## src/hw/rtl/sau_pkg.sv

```systemverilog
`timescale 1ns / 1ps

package sau_pkg;

  localparam int unsigned SizeW  = 48;
  localparam int unsigned UpperW = 16;
  localparam int unsigned LowerW = 32;
  localparam int unsigned AluW   = SizeW + 1;
  localparam int unsigned CntW   = $clog2(SizeW);

  localparam logic [UpperW-1:0] HalfTurn = 16'h8000;

  typedef enum logic [2:0] {
    ActAdd = 3'd0,
    ActSub = 3'd1,
    ActMul = 3'd2,
    ActDiv = 3'd3,
    ActLt  = 3'd4,
    ActGt  = 3'd5
  } action_e;

  // Request to the shared add/subtract unit.
  typedef struct packed {
    logic [AluW-1:0] x;
    logic [AluW-1:0] y;
    logic            sub;
  } alu_req_t;

endpackage

```

## src/hw/rtl/size_arithmetic_unit_48bit.sv

```systemverilog
`timescale 1ns / 1ps
// Add, subtract, compare and the divide special cases are resolved in the execute state;
// multiply runs a shift-add loop over operand_b until its remaining bits are zero, and a
// full divide runs a restoring loop over every quotient bit and then a rounding step, both
// on one shared 49-bit adder. A result waits in the done state while the output is stalled.
// Throughput: one transaction at a time; the next is taken once the result enters the
// output register. Reset (rst_ni low, asynchronous) returns to idle with no output valid.
module size_arithmetic_unit_48bit import sau_pkg::*; (
  input  logic        clk_i,
  input  logic        rst_ni,
  input  logic        s_axis_tvalid_i,
  output logic        s_axis_tready_o,
  input  logic [95:0] s_axis_tdata_i,  // operand_a[47:0], operand_b[95:48]
  input  logic [2:0]  s_axis_tuser_i,  // action[2:0]
  output logic        m_axis_tvalid_o,
  input  logic        m_axis_tready_i,
  output logic [55:0] m_axis_tdata_o   // result_value[47:0], compare_true[48], zero pad
);

  localparam logic [2:0] StIdle = 3'd0;
  localparam logic [2:0] StExec = 3'd1;
  localparam logic [2:0] StMul  = 3'd2;
  localparam logic [2:0] StDiv  = 3'd3;
  localparam logic [2:0] StFix  = 3'd4;
  localparam logic [2:0] StDone = 3'd5;

  logic [2:0]       state_q, state_d;
  action_e          act_q, act_d;
  logic [SizeW-1:0] a_q, a_d;
  logic [SizeW-1:0] b_q, b_d;
  logic [SizeW-1:0] rem_q, rem_d;
  logic [CntW-1:0]  cnt_q, cnt_d;
  logic [SizeW-1:0] res_q, res_d;
  logic             flag_q, flag_d;
  logic             m_valid_q, m_valid_d;
  logic [SizeW-1:0] m_res_q, m_res_d;
  logic             m_flag_q, m_flag_d;

  alu_req_t         alu_req;
  logic [AluW-1:0]  alu_sum;
  logic             alu_carry;
  logic [SizeW-1:0] cmp_x, cmp_y;
  logic             cmp_before;
  logic [AluW-1:0]  div_shift;
  logic             accept;
  logic             out_free;

  sau_alu u_alu (
    .req_i   (alu_req),
    .sum_o   (alu_sum),
    .carry_o (alu_carry)
  );

  sau_cmp u_cmp (
    .x_i      (cmp_x),
    .y_i      (cmp_y),
    .before_o (cmp_before)
  );

  assign s_axis_tready_o = (state_q == StIdle);
  assign accept          = s_axis_tvalid_i && s_axis_tready_o;
  assign out_free        = !m_valid_q || m_axis_tready_i;
  assign m_axis_tvalid_o = m_valid_q;
  assign m_axis_tdata_o  = {7'd0, m_flag_q, m_res_q};

  assign cmp_x     = (act_q == ActGt) ? b_q : a_q;
  assign cmp_y     = (act_q == ActGt) ? a_q : b_q;
  assign div_shift = {rem_q, a_q[SizeW-1]};

  always_comb begin
    state_d   = state_q;
    act_d     = act_q;
    a_d       = a_q;
    b_d       = b_q;
    rem_d     = rem_q;
    cnt_d     = cnt_q;
    res_d     = res_q;
    flag_d    = flag_q;
    m_valid_d = m_valid_q;
    m_res_d   = m_res_q;
    m_flag_d  = m_flag_q;
    alu_req   = '{x: {1'b0, a_q}, y: {1'b0, b_q}, sub: 1'b0};

    if (m_valid_q && m_axis_tready_i) begin
      m_valid_d = 1'b0;
    end

    unique case (state_q)
      StIdle: begin
        if (accept) begin
          act_d   = action_e'(s_axis_tuser_i);
          a_d     = s_axis_tdata_i[SizeW-1:0];
          b_d     = s_axis_tdata_i[2*SizeW-1:SizeW];
          state_d = StExec;
        end
      end
      StExec: begin
        res_d   = '0;
        flag_d  = 1'b0;
        rem_d   = '0;
        cnt_d   = '0;
        state_d = StDone;
        case (act_q)
          ActAdd: begin
            res_d = alu_sum[SizeW-1:0];
          end
          ActSub: begin
            alu_req.sub = 1'b1;
            res_d       = alu_sum[SizeW-1:0];
          end
          ActMul: begin
            state_d = StMul;
          end
          ActDiv: begin
            // Trial b - a: carry set means the divisor is not below the dividend.
            alu_req = '{x: {1'b0, b_q}, y: {1'b0, a_q}, sub: 1'b1};
            if (a_q == '0) begin
              res_d = '0;
            end else if (b_q == '0) begin
              res_d = '1;
            end else if (alu_carry) begin
              res_d = {{(SizeW-1){1'b0}}, 1'b1};
            end else begin
              state_d = StDiv;
            end
          end
          ActLt, ActGt: begin
            flag_d = cmp_before;
          end
          default: begin
          end
        endcase
      end
      StMul: begin
        // Shift-add: rem holds the running product, a the shifted multiplicand.
        alu_req = '{x: {1'b0, rem_q}, y: {1'b0, (b_q[0] ? a_q : {SizeW{1'b0}})}, sub: 1'b0};
        rem_d   = alu_sum[SizeW-1:0];
        a_d     = {a_q[SizeW-2:0], 1'b0};
        b_d     = {1'b0, b_q[SizeW-1:1]};
        if (b_q[SizeW-1:1] == '0) begin
          res_d   = alu_sum[SizeW-1:0];
          state_d = StDone;
        end
      end
      StDiv: begin
        // Restoring division; quotient bits shift into a from the bottom.
        alu_req = '{x: div_shift, y: {1'b0, b_q}, sub: 1'b1};
        rem_d   = alu_carry ? alu_sum[SizeW-1:0] : div_shift[SizeW-1:0];
        a_d     = {a_q[SizeW-2:0], alu_carry};
        cnt_d   = cnt_q + 1'b1;
        if (cnt_q == CntW'(SizeW - 1)) begin
          state_d = StFix;
        end
      end
      StFix: begin
        // Round the quotient up when a remainder is left.
        alu_req = '{x: {1'b0, a_q}, y: {{(AluW-1){1'b0}}, (rem_q != '0)}, sub: 1'b0};
        res_d   = alu_sum[SizeW-1:0];
        state_d = StDone;
      end
      StDone: begin
        if (out_free) begin
          m_valid_d = 1'b1;
          m_res_d   = res_q;
          m_flag_d  = flag_q;
          state_d   = StIdle;
        end
      end
      default: begin
        state_d = StIdle;
      end
    endcase
  end

  always_ff @(posedge clk_i or negedge rst_ni) begin
    if (!rst_ni) begin
      state_q   <= StIdle;
      m_valid_q <= 1'b0;
      cnt_q     <= '0;
    end else begin
      state_q   <= state_d;
      m_valid_q <= m_valid_d;
      cnt_q     <= cnt_d;
    end
  end

  always_ff @(posedge clk_i) begin
    act_q    <= act_d;
    a_q      <= a_d;
    b_q      <= b_d;
    rem_q    <= rem_d;
    res_q    <= res_d;
    flag_q   <= flag_d;
    m_res_q  <= m_res_d;
    m_flag_q <= m_flag_d;
  end

  a_accept_exec: assert property (@(posedge clk_i) disable iff (!rst_ni)
    accept |=> state_q == StExec)
    else $error("accepted transaction did not enter execution");

  a_div_nonzero: assert property (@(posedge clk_i) disable iff (!rst_ni)
    state_q == StDiv |-> b_q != '0)
    else $error("division running with a zero divisor");

  a_flag_zero_res: assert property (@(posedge clk_i) disable iff (!rst_ni)
    (state_q == StDone && flag_q) |-> res_q == '0)
    else $error("compare result carries a nonzero value");

  a_result_load: assert property (@(posedge clk_i) disable iff (!rst_ni)
    (state_q == StDone && out_free) |=> m_valid_q && s_axis_tready_o)
    else $error("finished result was not loaded into the output register");

endmodule

```

## src/hw/rtl/sau_alu.sv

```systemverilog
`timescale 1ns / 1ps

module sau_alu import sau_pkg::*; (
  input  alu_req_t        req_i,
  output logic [AluW-1:0] sum_o,
  output logic            carry_o
);

  logic [AluW:0] full;

  // With sub set, carry out is high exactly when x >= y.
  always_comb begin
    full = {1'b0, req_i.x} + {1'b0, req_i.y ^ {AluW{req_i.sub}}} + {{AluW{1'b0}}, req_i.sub};
    sum_o   = full[AluW-1:0];
    carry_o = full[AluW];
  end

endmodule

```

## src/hw/rtl/sau_cmp.sv

```systemverilog
`timescale 1ns / 1ps

module sau_cmp import sau_pkg::*; (
  input  logic [SizeW-1:0] x_i,
  input  logic [SizeW-1:0] y_i,
  output logic             before_o
);

  logic [UpperW-1:0] xu;
  logic [UpperW-1:0] yu;
  logic [UpperW-1:0] diff;

  // Upper parts are ordered as serial numbers; lower parts only break ties.
  always_comb begin
    xu   = x_i[SizeW-1:LowerW];
    yu   = y_i[SizeW-1:LowerW];
    diff = xu - yu;
    if (diff == '0) begin
      before_o = x_i[LowerW-1:0] < y_i[LowerW-1:0];
    end else begin
      before_o = (diff > HalfTurn) || ((diff == HalfTurn) && (xu > yu));
    end
  end

endmodule

```

## config.mk

```make
export PLATFORM = sky130hd
export DESIGN_NAME = size_arithmetic_unit_48bit
export DESIGN_NICKNAME = d
export VERILOG_FILES = /design/src/hw/rtl/sau_pkg.sv /design/src/hw/rtl/size_arithmetic_unit_48bit.sv /design/src/hw/rtl/sau_alu.sv /design/src/hw/rtl/sau_cmp.sv
export SDC_FILE = /design/constraint.sdc
export NUM_CORES = 1
export LEC_CHECK = 0
export BUFFER_PORTS_ARGS = -buffer_cell sky130_fd_sc_hd__buf_2
export CAP_MARGIN = 40
export CORE_ASPECT_RATIO = 0.7
export CORE_MARGIN = 3
export CORE_UTILIZATION = 40
export CTS_BUF_LIST = sky130_fd_sc_hd__clkbuf_4 sky130_fd_sc_hd__clkbuf_8 sky130_fd_sc_hd__clkbuf_16
export CTS_CLUSTER_DIAMETER = 100
export DETAILED_ROUTE_END_ITERATION = 8
export PLACE_DENSITY_LB_ADDON = 0.15
export SETUP_SLACK_MARGIN = 0.1
export SLEW_MARGIN = 20
export SYNTH_ARGS = -nofsm -noshare
export SYNTH_HDL_FRONTEND = slang
export SYNTH_SLANG_ARGS = --single-unit
```

## constraint.sdc

```tcl
create_clock -name clk_i -period 7 [get_ports clk_i]
set_clock_uncertainty 0.2 [all_clocks]
set_input_delay 1.05 -clock clk_i [delete_from_list [all_inputs] [get_ports clk_i]]
set_output_delay 1.05 -clock clk_i [all_outputs]
set_load 0.02 [all_outputs]
```

==> results.json <==
{
  "vias": 16658,
  "dpl.hpwl_um": 48160,
  "netlist_instances": 2100,
  "cp.arrival_ns": 6.54,
  "max-cap-violations": 0,
  "synth-compound-area-share": 0.1948,
  "finalHoldViolCount": 0,
  "clk_path_buf_depth": 3,
  "fin_ws_ns": 0.5810,
  "leakage_uw": 0.008148,
  "clk_latency_ns": 0.57,
  "rsz0062_at_grt": "no",
  "intPower_uw": 6219,
  "peakVddDrop_v": 0.0002917,
  "period_share": 0.9170,
  "slew_headroom": 0.3864,
  "maxSlewViolCount": 0,
  "synthAdderAreaFrac": 0.04916,
  "start_util": 0.4123,
  "grt-ovfl-total": 0,
  "combPwrFrac": 0.619,
  "total_power_uw": 12570,
  "setup_viol_count_final": 0,
  "grt_pass1_wl_um": 97010,
  "cts_tree": "built",
  "fillers": 4375,
  "max_freq_mhz": 155.8,
  "synth_flop_cell": "edfxtp_1",
  "muxShareOfSynthArea": 0.02615,
  "synth_xor_area_frac": 0.05640,
  "p_switching_uw": 6356,
  "synth_top_family_by_area": "simple AND/OR/NAND/NOR gates",
  "cp.required_ns": 7.12,
  "path_max_fanout": 40,
  "met3_usage": 0.04578,
  "grtUsageTotal": 0.2605,
  "async_flop_share": 0.03922,
  "dp_worst_setup_slack_ns": 0.6408,
  "status": "finished clean",
  "ctsHoldBuffers": 0,
  "synth-edff-count": 245,
  "yosys_warnings": 0,
  "first_global_vias": 15659,
  "antenna_found_initial": 0,
  "grt_use_met2": 0.3985,
  "cts.reportedPaths.clkPinSlew_ns": 0.07,
  "synthToLayoutAreaGrowth_pct": 11.78,
  "end_kind": "flip-flop",
  "hp-class": "primary input to async pin",
  "clockRootBuffer": "clkbuf_16",
  "grt_max_degree": 68,
  "drtAntennaViolNets": 0,
  "finalWeightedCongestion": 0.9499,
  "busiest_layer": "met2",
  "ys_seq_elements": 255,
  "fin_tns_setup_ns": 0,
  "layout_min_cycle_time_ns": 6.419,
  "crit_type": "flip-flop to flip-flop",
  "power_density_nw_per_um2": 613.9,
  "dieArea_um2": 48460,
  "drc_errors": 0,
  "die-width_um": 261.8,
  "io_buffers": 153,
  "drt_wl_total_um": 64040,
  "pwr-share-seq": 0.261,
  "synthSimpleGateAreaFrac": 0.2107,
  "netlist_area_um2": 18330,
  "synth.avg_cell_area_um2": 8.726,
  "met1_usage": 0.3833,
  "core_um2": 44440,
  "numCtsBuffers": 27,
  "first_pass_iters": 6,
  "cts_htree_levels": 1,
  "cts_sinks": 255,
  "ys_seq_area_frac": 0.4151,
  "final_nets": 2314,
  "first_iter_violations": 1787,
  "avgRoutedWirePerCell_um": 23.07,
  "die_y_um": 185.1,
  "final_layout_size_suffix_gt1_frac": 0.1238,
  "critPathLaunchType": "flip-flop",
  "swShare": 0.5054,
  "io_pins": 161,
  "tightest_slew_ns": 0.9120,
  "synth_cell_types": 79,
  "clkPwrFrac": 0.120,
  "viasPerCell": 6.001,
  "row_count": 64
}
-- Yosys cell counts (14+ instances only) --
cell type    n  area share
mux2i_1     43       0.023
a22oi_1     52       0.021
a221o_1     40       0.022
o21ai_0    125       0.034
nor4_1      38       0.013
nor3_1      22      0.0060
o21bai_1    14      0.0057
buf_1       17      0.0035
a21o_1      22      0.0090
inv_1       53       0.011
xor2_1      25       0.012
nor2b_1     35       0.012
a31oi_1     16      0.0055
edfxtp_1   245        0.40
ha_1        48       0.033
xnor2_1     93       0.044
maj3_1      28       0.015
nand2b_1    49       0.017
clkbuf_1   132       0.027
nand3_1     40       0.011
nand2_1    450       0.092
nand4_1     27      0.0092
nor2_1     119       0.024
a21oi_1    139       0.038
-- sequential cells by signal, summed over array words and instances (netlist names) --
name	cells
res_q	48
cnt_q	6
rem_q	48
act_q	3
b_q	48
state_q	3
flag_q	1
m_res_q	48
m_axis_tvalid_o	1
a_q	48
m_flag_q	1
-- placed cells by master, fill, tap and decap left out, types with 38 or more instances in the layout --
| cell type | n |
|---|---|
| inv_1 | 53 |
| buf_2 | 154 |
| nand2b_1 | 48 |
| edfxtp_1 | 245 |
| a221o_1 | 40 |
| a22oi_1 | 52 |
| ha_1 | 48 |
| a21oi_1 | 138 |
| nand3_1 | 40 |
| nor4_1 | 38 |
| xnor2_1 | 93 |
| nand2_1 | 449 |
| o21ai_0 | 123 |
| mux2i_1 | 43 |
| nor2_1 | 114 |
-- worst paths after layout --
check / slack (ns) / start / to / cells past startpoint
worst max-delay path: 0.58 / state_q[0] / rem_q[15] / 20
worst max register to register: 0.58 / state_q[0] / rem_q[15] / 20
worst min-delay path: 0.13 / rst_ni / cnt_q[2] / 1
min in group clk_i: 0.22 / res_q[28] / m_res_q[28] / 0
worst min register to register: 0.22 / res_q[28] / m_res_q[28] / 0
max in group asynchronous: 6.26 / rst_ni / state_q[0] / 1
-- per-stage QoR --
stage	hold WS (ns)	instances	instance area (um2)	util
finish	0.1302	2776	20480	0.4609
global route	0.1285	2775	20480	0.4609
CTS	0.1151	2775	20480	0.4608
detailed placement	0.2045	2727	19580	0.4405
global placement	0.2026	2724	19540	0.4397
floorplan	0.2003	2106	18350	-
-- cell type report --
class / count / area, um2 / share of cell area
clock inverters: 20 / 216.5 / 0.01057
flip-flops and latches: 255 / 7609 / 0.3714
diodes: 1 / 2.502 / 0.0001222
clock buffers: 28 / 683.2 / 0.03335
well taps: 594 / 743.2 / 0.03628
repair buffers: 193 / 1079 / 0.05265
multi-input cells: 1632 / 9953 / 0.4859
inverters: 53 / 198.9 / 0.009712
-- metal layers --
metal  wire [um]  vias to the layer above
met3        5267                       99
li1            -                     7763
met4        1673                        0
met2       27730                      666
met5           0                        -
met1       29360                     8130
-- timing repair --
action | 4_1_cts | 5_1_grt
endpoints found under the hold margin | 0 | 0
setup buffers | 0 | 0
gates resized for setup | 0 | 1
setup endpoints to repair | 0 | 22
-- cell families after synthesis --
| family | after synthesis |
|---|---|
| simple gates | 848 |
| compound gates | 535 |
| flops | 255 |
| buf+inv | 219 |
| xor+xnor | 118 |
| fa+ha+maj | 77 |
| mux | 47 |
| other cells | 1 |
-- power by group through the flow --
| stage | logic, uW | clock network (uW) | registers (uW) |
|---|---|---|---|
| 4_1_cts | 7710 | 1540 | 3280 |
| 3_3_place_gp | 7680 | 0 | 3310 |
| 3_5_place_dp | 7670 | 0 | 3310 |
| 6_report | 7780 | 1510 | 3290 |
| 2_1_floorplan | 5390 | 0 | 3100 |
| 5_1_grt | 8500 | 1600 | 3350 |
-- worst max-delay path: stages, from the launching register on --
cell and delay (ns):
dfrtp_2 0.48, buf_4 0.59, nor2_1 0.29, nor2_4 0.18, o21ai_2 0.14, buf_4 0.25
buf_4 0.24, a221o_1 0.34, ha_1 0.38, a21oi_1 0.22, o21ai_0 0.14, a21o_1 0.22
a21oi_1 0.16, o21ai_0 0.10, buf_4 0.17, a221o_1 0.46, nor2_1 0.48, nand2_1 0.48
buf_4 0.38, nand4_1 0.13, nand3_1 0.08
No activity file was read; power rests on OpenSTA's default activity.
